**src/rtl/bcdsm_pkg.sv**
```systemverilog
// ----------------------------------------------------------------------------
// BCD sign-magnitude add/sub package
// Operation codes, controller states and the command group shared by the
// controller and the datapath.
// ----------------------------------------------------------------------------
`default_nettype none

package bcdsm_pkg;

	localparam logic [3:0] DIGIT_MAX = 4'd9;
	localparam logic [4:0] RADIX     = 5'd10;

	typedef enum logic [2:0] {
		MODE_LOAD = 3'd0,
		MODE_ADD  = 3'd1,
		MODE_SUB  = 3'd2,
		MODE_CMP  = 3'd3,
		MODE_NEG  = 3'd4,
		MODE_ABS  = 3'd5
	} mode_t;

	typedef enum logic [1:0] {
		ST_IDLE  = 2'd0,
		ST_CMP   = 2'd1,
		ST_ARITH = 2'd2,
		ST_OUT   = 2'd3
	} state_t;

	typedef struct packed {
		logic shift_in;
		logic begin_op;
		logic cmp_step;
		logic arith_step;
		logic arith_last;
		logic out_step;
	} cmd_t;

endpackage

`default_nettype wire

```
**src/rtl/bcd_sign_magnitude_add_sub_core.sv**
```systemverilog
// ----------------------------------------------------------------------------
// BCD sign-magnitude add/sub core
// Signed decimal accumulator: loads, adds, subtracts, compares, negates or
// takes the absolute value against an operand entered one digit at a time.
//
//   Channel   Handshake             Payload
//   operand   start / busy          mode, digit, operand_negative, operand_last
//   result    result_strobe         result_digit, result_negative, overflow,
//                                   was_less, was_equal, is_zero, run_last
//
// A digit without operand_last is shifted in and busy stays low.
// The final digit starts a sequence in which one serial digit unit makes
// a compare pass, an add/subtract pass and an output pass over the ring.
// Results appear during the output pass, one per cycle.
// Results cannot be stalled; busy holds off new operand digits meanwhile.
// arst_n clears the accumulator to +0 and the operand register.
// ----------------------------------------------------------------------------
`default_nettype none

module bcd_sign_magnitude_add_sub_core import bcdsm_pkg::*; #(
	parameter int unsigned NUM_DIGITS = 32
) (
	input  logic       clk,
	input  logic       arst_n,
	input  logic       start,
	output logic       busy,
	input  logic [2:0] mode,
	input  logic [3:0] digit,
	input  logic       operand_negative,
	input  logic       operand_last,
	output logic       result_strobe,
	output logic [3:0] result_digit,
	output logic       result_negative,
	output logic       overflow,
	output logic       was_less,
	output logic       was_equal,
	output logic       is_zero,
	output logic       run_last
);

	cmd_t cmd;

	bcdsm_ctrl #(
		.NUM_DIGITS(NUM_DIGITS)
	) u_ctrl (
		.clk          (clk),
		.arst_n       (arst_n),
		.start        (start),
		.operand_last (operand_last),
		.busy         (busy),
		.result_strobe(result_strobe),
		.run_last     (run_last),
		.cmd          (cmd)
	);

	bcdsm_datapath #(
		.NUM_DIGITS(NUM_DIGITS)
	) u_datapath (
		.clk             (clk),
		.arst_n          (arst_n),
		.cmd             (cmd),
		.mode            (mode),
		.digit           (digit),
		.operand_negative(operand_negative),
		.result_digit    (result_digit),
		.result_negative (result_negative),
		.overflow        (overflow),
		.was_less        (was_less),
		.was_equal       (was_equal),
		.is_zero         (is_zero)
	);

endmodule

`default_nettype wire

```
**src/rtl/bcdsm_ctrl.sv**
```systemverilog
// ----------------------------------------------------------------------------
// BCD sign-magnitude add/sub controller
// Sequences the compare, arithmetic and output passes over the digits.
// ----------------------------------------------------------------------------
`default_nettype none

module bcdsm_ctrl import bcdsm_pkg::*; #(
	parameter int unsigned NUM_DIGITS = 32
) (
	input  logic clk,
	input  logic arst_n,
	input  logic start,
	input  logic operand_last,
	output logic busy,
	output logic result_strobe,
	output logic run_last,
	output cmd_t cmd
);

	localparam int unsigned STEP_W = (NUM_DIGITS > 1) ? $clog2(NUM_DIGITS) : 1;

	state_t            state_q;
	state_t            state_d;
	logic [STEP_W-1:0] step_q;
	logic              step_end;

	assign step_end = (step_q == STEP_W'(NUM_DIGITS - 1));

	always_ff @(posedge clk or negedge arst_n) begin
		if (!arst_n) begin
			state_q <= ST_IDLE;
			step_q  <= '0;
		end else begin
			state_q <= state_d;
			if (state_q == ST_IDLE || step_end) begin
				step_q <= '0;
			end else begin
				step_q <= step_q + STEP_W'(1);
			end
		end
	end

	always_comb begin
		state_d = state_q;
		unique case (state_q)
			ST_IDLE: begin
				if (start && operand_last) state_d = ST_CMP;
			end
			ST_CMP: begin
				if (step_end) state_d = ST_ARITH;
			end
			ST_ARITH: begin
				if (step_end) state_d = ST_OUT;
			end
			ST_OUT: begin
				if (step_end) state_d = ST_IDLE;
			end
			default: state_d = ST_IDLE;
		endcase
	end

	always_comb begin
		cmd           = '0;
		busy          = 1'b1;
		result_strobe = 1'b0;
		run_last      = 1'b0;
		unique case (state_q)
			ST_IDLE: begin
				busy          = 1'b0;
				cmd.shift_in  = start;
				cmd.begin_op  = start && operand_last;
			end
			ST_CMP: begin
				cmd.cmp_step = 1'b1;
			end
			ST_ARITH: begin
				cmd.arith_step = 1'b1;
				cmd.arith_last = step_end;
			end
			ST_OUT: begin
				cmd.out_step  = 1'b1;
				result_strobe = 1'b1;
				run_last      = step_end;
			end
			default: busy = 1'b1;
		endcase
	end

endmodule

`default_nettype wire

```
**src/rtl/bcdsm_datapath.sv**
```systemverilog
// ----------------------------------------------------------------------------
// BCD sign-magnitude add/sub datapath
// Operand and accumulator digit rings with one digit-serial compare and
// add/subtract unit, plus the sign and flag registers.
// ----------------------------------------------------------------------------
`default_nettype none

module bcdsm_datapath import bcdsm_pkg::*; #(
	parameter int unsigned NUM_DIGITS = 32
) (
	input  logic       clk,
	input  logic       arst_n,
	input  cmd_t       cmd,
	input  logic [2:0] mode,
	input  logic [3:0] digit,
	input  logic       operand_negative,
	output logic [3:0] result_digit,
	output logic       result_negative,
	output logic       overflow,
	output logic       was_less,
	output logic       was_equal,
	output logic       is_zero
);

	localparam int unsigned CNT_W = $clog2(NUM_DIGITS + 1);

	// Index 0 holds the most significant digit.
	logic [NUM_DIGITS-1:0][3:0] acc_q;
	logic [NUM_DIGITS-1:0][3:0] op_q;
	logic [NUM_DIGITS-1:0][3:0] acc_rotl;
	logic [NUM_DIGITS-1:0][3:0] acc_rotr;
	logic [NUM_DIGITS-1:0][3:0] op_rotl;
	logic [NUM_DIGITS-1:0][3:0] op_rotr;
	logic [NUM_DIGITS-1:0][3:0] op_shin;

	logic             sign_q;
	logic             bad_q;
	logic [CNT_W-1:0] cnt_q;
	mode_t            mode_q;
	logic             opneg_q;
	logic             mag_eq_q;
	logic             mag_lt_q;
	logic             carry_q;
	logic             zero_q;
	logic             ovf_q;
	logic             less_q;
	logic             equal_q;

	logic       digit_bad;
	logic [3:0] digit_eff;
	logic [3:0] a_msd;
	logic [3:0] b_msd;
	logic [3:0] a_lsd;
	logic [3:0] b_lsd;
	logic       sb;
	logic       sb_eff;
	logic       same;
	logic       addsub;
	logic [4:0] sum;
	logic [3:0] sum_d;
	logic       c_add;
	logic [3:0] top;
	logic [4:0] bot;
	logic [3:0] diff;
	logic       borrow;
	logic       carry_next;
	logic [3:0] r_digit;
	logic       force_mz;
	logic       new_sign;
	logic       less_c;
	logic       equal_c;

	assign digit_bad = (digit > DIGIT_MAX);
	assign digit_eff = digit_bad ? 4'd0 : digit;

	genvar g;
	generate
		for (g = 0; g < NUM_DIGITS; g++) begin : g_ring
			if (g == NUM_DIGITS - 1) begin : g_low
				assign acc_rotl[g] = acc_q[0];
				assign op_rotl[g]  = op_q[0];
				assign op_shin[g]  = digit_eff;
			end else begin : g_mid
				assign acc_rotl[g] = acc_q[g+1];
				assign op_rotl[g]  = op_q[g+1];
				assign op_shin[g]  = op_q[g+1];
			end
			if (g == 0) begin : g_high
				assign acc_rotr[g] = r_digit;
				assign op_rotr[g]  = op_q[NUM_DIGITS-1];
			end else begin : g_rest
				assign acc_rotr[g] = acc_q[g-1];
				assign op_rotr[g]  = op_q[g-1];
			end
		end
	endgenerate

	// A bad operand reads as minus zero everywhere.
	assign a_msd  = acc_q[0];
	assign b_msd  = bad_q ? 4'd0 : op_q[0];
	assign a_lsd  = acc_q[NUM_DIGITS-1];
	assign b_lsd  = bad_q ? 4'd0 : op_q[NUM_DIGITS-1];
	assign sb     = bad_q | opneg_q;
	assign sb_eff = (mode_q == MODE_SUB) ? !sb : sb;
	assign same   = (sign_q == sb_eff);
	assign addsub = (mode_q == MODE_ADD) || (mode_q == MODE_SUB);

	always_comb begin
		sum   = {1'b0, a_lsd} + {1'b0, b_lsd} + {4'd0, carry_q};
		c_add = (sum > {1'b0, DIGIT_MAX});
		sum_d = c_add ? 4'(sum - RADIX) : sum[3:0];

		// Mixed effective signs: larger magnitude minus smaller.
		top    = mag_lt_q ? b_lsd : a_lsd;
		bot    = (mag_lt_q ? {1'b0, a_lsd} : {1'b0, b_lsd}) + {4'd0, carry_q};
		borrow = ({1'b0, top} < bot);
		diff   = borrow ? 4'({1'b0, top} + RADIX - bot) : 4'({1'b0, top} - bot);

		carry_next = addsub && (same ? c_add : borrow);

		case (mode_q) inside
			MODE_LOAD: r_digit = b_lsd;
			MODE_ADD, MODE_SUB: begin
				if (same) begin
					r_digit = sum_d;
				end else if (mag_eq_q) begin
					r_digit = 4'd0;
				end else begin
					r_digit = diff;
				end
			end
			default: r_digit = a_lsd;
		endcase

		case (mode_q) inside
			MODE_LOAD: new_sign = sb;
			MODE_ADD, MODE_SUB: begin
				if (same) begin
					new_sign = sign_q;
				end else if (mag_eq_q) begin
					new_sign = 1'b0;
				end else begin
					new_sign = mag_lt_q ? !sign_q : sign_q;
				end
			end
			MODE_NEG: new_sign = !sign_q;
			MODE_ABS: new_sign = 1'b0;
			default:  new_sign = sign_q;
		endcase

		force_mz = bad_q || (addsub && same && c_add);

		equal_c = (sign_q == sb) && mag_eq_q;
		if (sign_q != sb) begin
			less_c = sign_q;
		end else if (mag_eq_q) begin
			less_c = 1'b0;
		end else begin
			less_c = sign_q ? !mag_lt_q : mag_lt_q;
		end
	end

	always_ff @(posedge clk or negedge arst_n) begin
		if (!arst_n) begin
			acc_q    <= '0;
			op_q     <= '0;
			sign_q   <= 1'b0;
			bad_q    <= 1'b0;
			cnt_q    <= '0;
			mode_q   <= MODE_LOAD;
			opneg_q  <= 1'b0;
			mag_eq_q <= 1'b1;
			mag_lt_q <= 1'b0;
			carry_q  <= 1'b0;
			zero_q   <= 1'b1;
			ovf_q    <= 1'b0;
			less_q   <= 1'b0;
			equal_q  <= 1'b0;
		end else begin
			if (cmd.shift_in) begin
				if (digit_bad || (cnt_q >= CNT_W'(NUM_DIGITS))) bad_q <= 1'b1;
				if (cnt_q < CNT_W'(NUM_DIGITS)) begin
					op_q  <= op_shin;
					cnt_q <= cnt_q + CNT_W'(1);
				end
			end
			if (cmd.begin_op) begin
				mode_q   <= mode_t'(mode);
				opneg_q  <= operand_negative;
				mag_eq_q <= 1'b1;
				mag_lt_q <= 1'b0;
				carry_q  <= 1'b0;
				zero_q   <= 1'b1;
			end
			if (cmd.cmp_step) begin
				acc_q <= acc_rotl;
				op_q  <= op_rotl;
				// The first differing digit from the top decides the order.
				if (mag_eq_q && (a_msd != b_msd)) begin
					mag_eq_q <= 1'b0;
					mag_lt_q <= (a_msd < b_msd);
				end
			end
			if (cmd.arith_step) begin
				carry_q <= carry_next;
				if (cmd.arith_last) begin
					less_q  <= less_c;
					equal_q <= equal_c;
					ovf_q   <= force_mz;
					sign_q  <= force_mz ? 1'b1 : new_sign;
					acc_q   <= force_mz ? '0 : acc_rotr;
					zero_q  <= force_mz || (zero_q && (r_digit == 4'd0));
					op_q    <= '0;
					bad_q   <= 1'b0;
					cnt_q   <= '0;
				end else begin
					acc_q  <= acc_rotr;
					op_q   <= op_rotr;
					zero_q <= zero_q && (r_digit == 4'd0);
				end
			end
			if (cmd.out_step) begin
				acc_q <= acc_rotl;
			end
		end
	end

	assign result_digit    = acc_q[0];
	assign result_negative = sign_q;
	assign overflow        = ovf_q;
	assign was_less        = less_q;
	assign was_equal       = equal_q;
	assign is_zero         = zero_q;

endmodule

`default_nettype wire

```
**config.mk**
```make
export PLATFORM = sky130hd
export DESIGN_NAME = bcd_sign_magnitude_add_sub_core
export DESIGN_NICKNAME = d
export VERILOG_FILES = /design/src/rtl/bcdsm_pkg.sv /design/src/rtl/bcd_sign_magnitude_add_sub_core.sv /design/src/rtl/bcdsm_ctrl.sv /design/src/rtl/bcdsm_datapath.sv
export SDC_FILE = /design/constraint.sdc
export NUM_CORES = 1
export LEC_CHECK = 0
export BUFFER_PORTS_ARGS = -buffer_cell sky130_fd_sc_hd__buf_4
export CORE_MARGIN = 2
export CORE_UTILIZATION = 54
export DETAILED_ROUTE_END_ITERATION = 8
export GPL_ROUTABILITY_DRIVEN = 1
export HOLD_SLACK_MARGIN = 0.05
export PLACE_DENSITY = 0.73
export SLEW_MARGIN = 20
export SYNTH_ARGS = -nofsm -noshare
export SYNTH_HDL_FRONTEND = slang
export SYNTH_SLANG_ARGS = --single-unit
```
**constraint.sdc**
```tcl
create_clock -name clk -period 4.8 [get_ports clk]
set_input_delay 0.96 -clock clk [delete_from_list [all_inputs] [get_ports clk]]
set_output_delay 0.96 -clock clk [all_outputs]
set_load 0.005 [all_outputs]
```
==> flow_summary_export.csv, run 1 <==
group,metric,value,unit
outcome,outcome,"finished clean",
timing,period_needed,3.72,ns
finish,regArea,7060,um^2
timing,fin_skew,0.0198,ns
logic_synthesis,syn_nets,1626,
die,fp.dieH,168,um
detailed_routing,dr.pass1.iters,5,
logic_synthesis,postSynthAreaPerCell,9.21,um^2
finish,final_util,58.6,%
setup_path,critPathMaxStageDelay,0.45,ns
timing,timing.hold.ws,0.477,ns
die,fp.coreArea,26700,um^2
setup_path,cp_cell_sequence,"nand2b_1 > fa_1 > inv_1 > fa_1 > xnor2_1 > ha_1 > nand2b_1 > a22oi_1 > nand3b_1 > a211oi_2 > o21ai_4 > buf_12 > a31oi_1 > o21ai_0",
finish,final_nets,1552,
timing,rsz0062_at_grt,"false",
clock_tree,tritoncts,"yes",
logic_synthesis,yosys.area.top_type,"dfrtp_1",
grt,use_met3,2.49,%
hold_path,hp-class,"input port to async pin",
pwr,powerDensity,829,nW/um^2
die,top_level_ports,24,
clock_tree,cts_resized,0,
finish,final_common_cell,"a21oi_1",
setup_path,crit_type,"flip-flop to flip-flop",
timing,relSlewSlack,30.9,%
grt,grt_first_pass_wirelength,51800,um
die,num_rows,60,
logic_synthesis,yosysWarningCount,0,
detailed_routing,first_iter_violations,911,
placement,gp_congestion,0.887,
finish,fillers,2268,
clock_tree,clock_latency,0.55,ns
timing,fmax,269,MHz
grt,grt.overflow.total,0,
job,maxCapViolCount,0,
die,die_w,168,um
logic_synthesis,synth_area_leaders,"dfrtp_1 (48%), a21oi_1 (13%), a2bb2oi_1 (7.4%), nor2b_1 (5.5%), nand3_1 (4.5%)",
setup_path,cp-end-kind,"flip-flop",
timing,setup_slack,1.08,ns
detailed_routing,vias,11397,
clock_tree,cts_max_path_buffers,3,
grt,busiest_layer,"met2",
finish,final_cell_mix,"a21oi_1 (390), dfrtp_1 (280), nor2_1 (151), nand3_1 (131), nor2b_1 (127)",
die,start_util,54.6,%
logic_synthesis,synth_edf_count,0,
placement,place_hpwl,17300,um
pwr,p_leak,6.32,nW
clock_tree,postCtsHoldBufs,0,
finish,num_antenna_cells,0,
logic_synthesis,netlist_area,14600,um^2
die,die_area,28400,um^2
grt,grt_max_degree,130,
clock_tree,numCtsBuffers,30,
detailed_routing,wl_per_cell,16.0,um
logic_synthesis,synth-seq-cells,282,
logic_synthesis,netlist_instances,1584,
logic_synthesis,seq_area_frac_synth,48.4,%
logic_synthesis,synth_top_area_share,48.0,%
detailed_routing,wl,29900,um
logic_synthesis,synth_flop_cell,"dfrtp_1",
clock_tree,cts-htree-levels,1,
grt,grt_pass1_vias,10906,
setup_path,crit_path_start_kind,"flip-flop",
detailed_routing,antenna_left,0,
timing,setup_viol,0,
clock_tree,cts-root-buf,"clkbuf_16",
grt,grt_util_met1,29.0,%
setup_path,arrival,4.10,ns
clock_tree,cts.sinks,282,
placement,port_buffers,23,
timing,fin_crit_sh,77.5,%
setup_path,crit_required,5.18,ns
clock_tree,clk_pin_slew,0.06,ns
grt,antenna_found_initial,0,
grt,grtUsageMet2,35.9,%
logic_synthesis,yosysUniqueCellTypes,72,
finish,area_delta_synth_final,7.41,%
placement,place_ws,1.20,ns
setup_path,crit_slowest_cell,"dfrtp_1",
finish,multi_input_area,6810,um^2
pwr,ir_worst_vdd,0.504,mV
timing,tightest_slew,1.03,ns
grt,grt_usage,21.1,%
finish,drive_gt1_share,7.51,%
setup_path,critPathMaxFanout,129,
timing,tns,0,ns
timing,hold_violations,0,
detailed_routing,route.detailed.drc,0,
clock_tree,cts_setup_buffers,0,
logic_synthesis,async_flop_share,100,%
detailed_routing,viasPerCell,6.09,
timing,slew_viol_final,0,
## path summary, 6_finish.rpt
path / from / endpoint / slack (ns) / cells past startpoint
hold reg to reg: u_ctrl.step_q[0] / u_ctrl.step_q[0] / 0.48 / 1
setup / recovery: u_datapath.bad_q / u_datapath.acc_q[120] / 1.08 / 14
hold / removal: arst_n / u_datapath.acc_q[28] / 0.48 / 1
setup reg to reg: u_datapath.bad_q / u_datapath.acc_q[120] / 1.08 / 14
max in group asynchronous: arst_n / u_datapath.op_q[86] / 3.37 / 2
min in group clk: u_ctrl.step_q[0] / u_ctrl.step_q[0] / 0.48 / 1
## kinds of logic after synthesis
family | share of synthesized area [%]
xor+xnor | 0.772
buf+inv | 5.36
flops | 48.4
mux | 0.986
simple gates | 17.4
compound gates | 24.3
fa+ha+maj | 2.78
## critical path: cells and delay by family, from the launching register on
kind / cells / cell delay, ns
buf+inv: 2 / 0.33
simple gates: 3 / 0.46
compound gates: 5 / 0.96
fa+ha+maj: 3 / 0.90
xor+xnor: 1 / 0.34
flops: 1 / 0.45
## registers in the layout (all words and copies together), names as in the netlist, 2 cells and up
name,flops
u_datapath.op_q,128
u_datapath.acc_q,120
u_datapath.cnt_q,6
u_ctrl.step_q,5
u_datapath.a_lsd,4
u_datapath.result_digit,4
u_datapath.mode_q,3
u_ctrl.state_q,2
## power by group
part / leakage, nW / total (W) / switching [W] / internal [W]
Clock: 0.444 / 0.00213 / 0.000903 / 0.00122
Combinational: 2.72 / 0.00623 / 0.00345 / 0.00278
Sequential: 3.15 / 0.00464 / 0.00101 / 0.00363
## layout make-up
type	instances	share of cell area (%)
clock inverter	8	0.271
inverter	24	0.591
tap	341	2.72
clock buffer	45	5.48
multi-input combinational	1131	43.4
timing repair buffer	41	2.46
sequential	282	45.0
## stage by stage
step / total power [W] / area [um^2] / std cells
6_report: 0.0130 / 15700 / 1872
5_1_grt: 0.0142 / 15700 / 1872
4_1_cts: 0.0131 / 15700 / 1872
3_5_place_dp: 0.0109 / 14800 / 1819
3_3_place_gp: 0.0106 / 14800 / 1819
2_1_floorplan: 0.00960 / 14600 / 1584
## per-layer routing
metal / vias up / share of wire, %
li1: 5502 / -
met4: 0 / 2.0
met3: 52 / 3.3
met1: 5652 / 47
met5: - / 0
met2: 191 / 48
## cells in the mapped netlist, drive strengths merged, types with 5 or more instances
library cell	n
and2	5
nor2b	129
nor3b	7
clkbuf	100
o21a	6
a21oi	390
nand2	29
xnor2	7
ha	26
mux2	11
o21ai	15
o221ai	6
and3	5
xor2	5
nand2b	10
a2bb2oi	123
nand3	131
dfrtp	280
nor2	152
inv	24
nor3	12
buf	47
(Power assumes the default switching activity.)
==> run 2: changes to the inputs <==
==> constraint.sdc (replaced) <==
create_clock -name clk -period 3.68 [get_ports clk]
set_input_delay 0.736 -clock clk [delete_from_list [all_inputs] [get_ports clk]]
set_output_delay 0.736 -clock clk [all_outputs]
set_load 0.005 [all_outputs]
==> flow_summary_export.csv, run 2 (same netlist as run 1, synthesis figures left out) <==
group,metric,value,unit
grt,busiest_layer,"met2",
clock_tree,cts_max_path_buffers,3,
die,die_w,168,um
finish,reg_top3,"u_datapath.op_q x128, u_datapath.acc_q x120, u_datapath.cnt_q x6",
setup_path,critPathMaxFanout,9,
setup_path,critical_path.startpoint,"u_datapath.mag_lt_q",
hold_path,hp-class,"input port to async pin",
clock_tree,clock_latency,0.56,ns
timing,fmax,295,MHz
detailed_routing,vias,11469,
timing,setup_slack,0.291,ns
finish,regMostFlops,"u_datapath.op_q",
placement,gp_congestion,0.899,
die,fp.dieH,168,um
finish,fillers,2274,
finish,area_delta_synth_final,9.43,%
detailed_routing,first_iter_violations,1024,
pwr,p_leak,6.48,nW
timing,relSlewSlack,41.8,%
finish,final_common_cell,"a21oi_1",
clock_tree,postCtsHoldBufs,0,
outcome,outcome,"finished clean",
die,die_area,28400,um^2
clock_tree,clk_pin_slew,0.06,ns
timing,timing.hold.ws,0.225,ns
clock_tree,numCtsBuffers,30,
finish,drive_gt1_share,9.04,%
timing,fin_crit_sh,92.1,%
grt,antenna_found_initial,0,
setup_path,r2r_start,"u_datapath.mag_lt_q",
placement,place_ws,0.110,ns
timing,fin_skew,0.0228,ns
clock_tree,cts-htree-levels,1,
timing,tightest_slew,0.873,ns
pwr,powerDensity,1090,nW/um^2
setup_path,crit_required,4.15,ns
die,num_rows,60,
detailed_routing,viasPerCell,6.07,
grt,grt_first_pass_wirelength,52500,um
die,start_util,54.6,%
finish,final_cell_area,16000,um^2
job,maxCapViolCount,0,
setup_path,cp-end-kind,"flip-flop",
timing,slew_viol_final,0,
grt,grt_util_met1,29.5,%
grt,grt_usage,21.5,%
grt,use_met3,2.66,%
setup_path,crit_type,"flip-flop to flip-flop",
detailed_routing,wl_per_cell,16.1,um
timing,period_needed,3.39,ns
timing,tns,0,ns
clock_tree,cts-root-buf,"clkbuf_16",
timing,hold_violations,0,
die,fp.coreArea,26700,um^2
placement,place_hpwl,18300,um
finish,num_antenna_cells,0,
detailed_routing,route.detailed.drc,0,
timing,rsz0062_at_grt,"false",
setup_path,arrival,3.86,ns
grt,grt.overflow.total,0,
clock_tree,cts.sinks,282,
detailed_routing,antenna_left,0,
placement,post_dp_cell_area,14900,um^2
grt,grtUsageMet2,36.1,%
setup_path,crit_path_start_kind,"flip-flop",
finish,final_cell_mix,"a21oi_1 (390), dfrtp_1 (280), nor2_1 (151), nand3_1 (131), nor2b_1 (127)",
finish,largest_reg_flops,128,
clock_tree,tritoncts,"yes",
setup_path,rrSetupSlack,0.29,ns
pwr,ir_worst_vdd,0.632,mV
detailed_routing,wl,30400,um
grt,grt_max_degree,106,
timing,setup_viol,0,
die,top_level_ports,24,
placement,port_buffers,23,
finish,final_nets,1566,
grt,grt_pass1_vias,11053,
detailed_routing,dr.pass1.iters,5,
## run 2: cell count changes in the layout (fill, tap and decap cells not counted), sizes merged
cell | previous run | this run
buf | 41 | 55
clkbuf | 45 | 48
bufinv | 0 | 1
clkinvlp | 1 | 0
## run 2: repair_timing
item	CTS	global route
gates resized for setup	0	6
setup buffers	0	0
endpoints found under the setup margin	0	77
hold endpoints to repair	0	0
## run 2: layout make-up
class                   count  area [um^2]  share of cell area (%)
clock inverters             8         83.8                   0.525
multi-input cells        1131         6840                    42.9
inverters                  24         92.6                   0.580
clock buffers              48          928                    5.81
repair buffers             55          533                    3.34
well taps                 341          427                    2.67
flip-flops and latches    282         7060                    44.2
## run 2: worst paths after layout
path	cells after the start	to
min	1	u_datapath.acc_q[59]
max in group asynchronous	2	u_datapath.op_q[51]
min reg2reg	1	u_ctrl.step_q[0]
min in group clk	2	u_datapath.mode_q[2]
max reg2reg	13	u_datapath.result_digit[3]
max	13	u_datapath.result_digit[3]
## run 2: worst max-delay path: stages, from the launching register on
cell and delay, ns:
dfrtp_1 0.52, mux2_2 0.39, ha_1 0.34, inv_1 0.06, ha_1 0.28, inv_1 0.06, ha_1 0.13, inv_1 0.05
fa_1 0.46, xor2_1 0.16, o21ai_1 0.20, nor4bb_4 0.28, o311ai_1 0.18, a2bb2oi_1 0.19
## run 2: layer usage
metal,share of wire (%),vias to the layer above
met3,3.3,61
met2,48,193
met1,46,5695
li1,-,5520
met4,2.5,0
met5,0,-
## run 2: where the power goes
| group | leakage (nW) | total (W) | internal (W) | switching [W] |
|---|---|---|---|---|
| sequential | 3.15 | 0.00603 | 0.00473 | 0.00130 |
| clock | 0.502 | 0.00303 | 0.00179 | 0.00124 |
| combinational | 2.83 | 0.00833 | 0.00374 | 0.00458 |
| total | 6.48 | 0.0174 | 0.0103 | 0.00712 |
## run 2: stage by stage
stage / total power, W / util, % / std cells
2_1_floorplan: 0.0125 / - / 1584
3_3_place_gp: 0.0140 / 55.8 / 1833
3_5_place_dp: 0.0143 / 55.8 / 1833
4_1_cts: 0.0174 / 59.6 / 1889
5_1_grt: 0.0189 / 59.7 / 1889
6_report: 0.0174 / 59.7 / 1889
==> run 3: changes to the inputs <==
--- a/config.mk
+++ b/config.mk
@@ -15,4 +15,5 @@
 export SLEW_MARGIN = 20
 export SYNTH_ARGS = -nofsm -noshare
 export SYNTH_HDL_FRONTEND = slang
+export SYNTH_HIERARCHICAL = 1
 export SYNTH_SLANG_ARGS = --single-unit
==> flow_summary_export.csv, run 3 <==
group,metric,value,unit
outcome,outcome,"finished clean",
finish,instances_no_fill,1741,
timing,timing.hold.ws,0.188,ns
grt,grt_max_degree,131,
clock_tree,numCtsBuffers,29,
timing,tightest_slew,0.922,ns
timing,setup_viol,0,
detailed_routing,first_iter_violations,995,
clock_tree,cts-root-buf,"clkbuf_16",
logic_synthesis,synth_top_area_share,50.4,%
placement,gp_congestion,0.934,
job,maxCapViolCount,0,
clock_tree,cts-htree-levels,1,
logic_synthesis,synth_area_leaders,"dfrtp_1 (50%), nor2_1 (14%), a221oi_1 (13%), a221oi_2 (4.2%), clkbuf_1 (2.6%)",
die,fp.coreArea,25300,um^2
detailed_routing,viasPerCell,6.14,
logic_synthesis,synth.most_common_cell,"nor2_1",
clock_tree,clock_latency,0.56,ns
detailed_routing,dr.pass1.iters,7,
finish,final_nets,1435,
finish,final_common_cell,"nor2_1",
setup_path,critPathMaxFanout,53,
logic_synthesis,yosysWarningCount,6,
detailed_routing,route.detailed.drc,0,
logic_synthesis,seq_area_frac_synth,50.8,%
hold_path,hp-class,"input port to async pin",
clock_tree,cts.sinks,282,
finish,largest_reg_flops,128,
timing,hold_violations,0,
logic_synthesis,syn_nets,1481,
finish,fillers,2082,
logic_synthesis,yosys.area.top_type,"dfrtp_1",
clock_tree,tritoncts,"yes",
logic_synthesis,synth_edf_count,0,
logic_synthesis,synth_flop_cell,"dfrtp_1",
die,die_w,164,um
finish,num_antenna_cells,0,
finish,area_delta_synth_final,11.2,%
timing,fmax,284,MHz
timing,fin_crit_sh,95.6,%
grt,grt.overflow.total,0,
timing,period_needed,3.52,ns
setup_path,crit_type,"flip-flop to flip-flop",
finish,final_util,61.2,%
die,top_level_ports,24,
setup_path,crit_required,4.10,ns
timing,slew_viol_final,0,
grt,grt_pass1_vias,10395,
pwr,p_leak,8.14,nW
timing,fin_skew,0.0226,ns
pwr,powerDensity,403,nW/um^2
detailed_routing,wl_per_cell,16.5,um
timing,rsz0062_at_grt,"true",
detailed_routing,antenna_left,0,
die,num_rows,58,
placement,place_hpwl,16500,um
die,fp.dieH,164,um
logic_synthesis,netlist_area,13900,um^2
timing,relSlewSlack,38.5,%
setup_path,crit_path_start_kind,"flip-flop",
clock_tree,clk_pin_slew,0.06,ns
grt,grt_first_pass_wirelength,49400,um
logic_synthesis,postSynthAreaPerCell,9.67,um^2
logic_synthesis,yosysUniqueCellTypes,66,
die,die_area,27000,um^2
placement,placed_cells,1688,
pwr,ir_worst_vdd,0.384,mV
finish,drive_gt1_share,13.0,%
finish,regMostFlops,"u_datapath/op_q",
setup_path,cp-end-kind,"flip-flop",
logic_synthesis,async_flop_share,100,%
placement,port_buffers,23,
grt,grt_usage,21.4,%
logic_synthesis,synth-seq-cells,282,
finish,final_cell_mix,"nor2_1 (523), dfrtp_1 (280), a221oi_1 (193), a221oi_2 (57), buf_4 (37)",
die,start_util,55.0,%
setup_path,arrival,3.93,ns
logic_synthesis,synth_common_cells,"nor2_1 (524), dfrtp_1 (280), a221oi_1 (212), clkbuf_1 (96), a221oi_2 (39)",
logic_synthesis,netlist_instances,1437,
grt,antenna_found_initial,0,
clock_tree,cts_max_path_buffers,3,
detailed_routing,wl,28700,um
detailed_routing,vias,10686,
finish,reg_top3,"u_datapath/op_q x128, u_datapath/acc_q x120, u_datapath/cnt_q x6",
run 3: worst paths after layout:
path	from	endpoint	slack (ns)	cells past startpoint
min reg2reg	u_ctrl/step_q[0]	u_ctrl/step_q[0]	0.47	1
min in group clk	mode[2]	u_datapath/mode_q[2]	0.41	3
max reg2reg	u_datapath/bad_q	u_datapath/acc_q[86]	0.16	15
max in group asynchronous	arst_n	u_datapath/is_zero	2.63	2
max	u_datapath/bad_q	u_datapath/acc_q[86]	0.16	15
min	arst_n	u_datapath/acc_q[48]	0.19	1
run 3: layout make-up:
cell class,count,area (um^2),share of cell area (%)
tap,330,413,2.67
timing repair buffer,50,515,3.34
inverter,25,95.1,0.616
multi-input combinational,1003,6370,41.3
clock inverter,7,139,0.899
clock buffer,44,852,5.52
sequential,282,7060,45.7
run 3: logic make-up after synthesis:
kind of cell               Yosys count  synth area share [%]
and+or+nand+nor                    615                  17.8
AOI/OAI and AO/OA                  324                  21.3
DFF                                282                  50.8
buffers and inverters              152                  4.67
adders and majority gates           32                  3.10
muxes                               17                  1.33
xor gates and xnor gates            15                  1.04
run 3: routing by layer:
layer,global-route usage (%),part of all wire (%),up-vias
met5,0,0,-
met4,5.57,2.3,0
met3,3.04,3.8,59
met2,35.7,49,206
met1,29.6,45,5339
li1,-,-,5082
run 3: timing repair:
action | CTS | global route
hold buffers | 0 | 0
setup endpoints to repair | 0 | 127
buffers inserted | 0 | 2
hold endpoints to repair | 0 | 0
resized for setup | 0 | 26
run 3: critical path, stage by stage (launching register included):
cell	delay, ns
dfrtp_1	0.41
nor2b_4	0.14
inv_1	0.09
fa_1	0.38
inv_1	0.10
fa_2	0.24
xor2_2	0.17
inv_1	0.09
ha_1	0.22
a21boi_1	0.16
o41ai_4	0.40
a21oi_2	0.11
o21ba_4	0.24
buf_12	0.19
a221oi_1	0.32
nor2_1	0.08
run 3: stage by stage:
step / setup WS (ns) / instance area (um^2) / TNS (ns) / power, W
CTS: 0.0113 / 15300 / 0 / 0.00630
floorplan: 0.237 / 13900 / 0 / 0.00316
global route: -0.0114 / 15400 / -0.0317 / 0.00643
global placement: 0.206 / 14300 / 0 / 0.00324
finish: 0.163 / 15400 / 0 / 0.00623
detailed placement: 0.0445 / 14300 / 0 / 0.00324
run 3: where the power goes:
| group | switching (W) | total, W | internal, W |
|---|---|---|---|
| combinational | 0.0000626 | 0.0000787 | 0.0000161 |
| clock | 0.00118 | 0.00305 | 0.00186 |
| sequential | 0 | 0.00310 | 0.00310 |
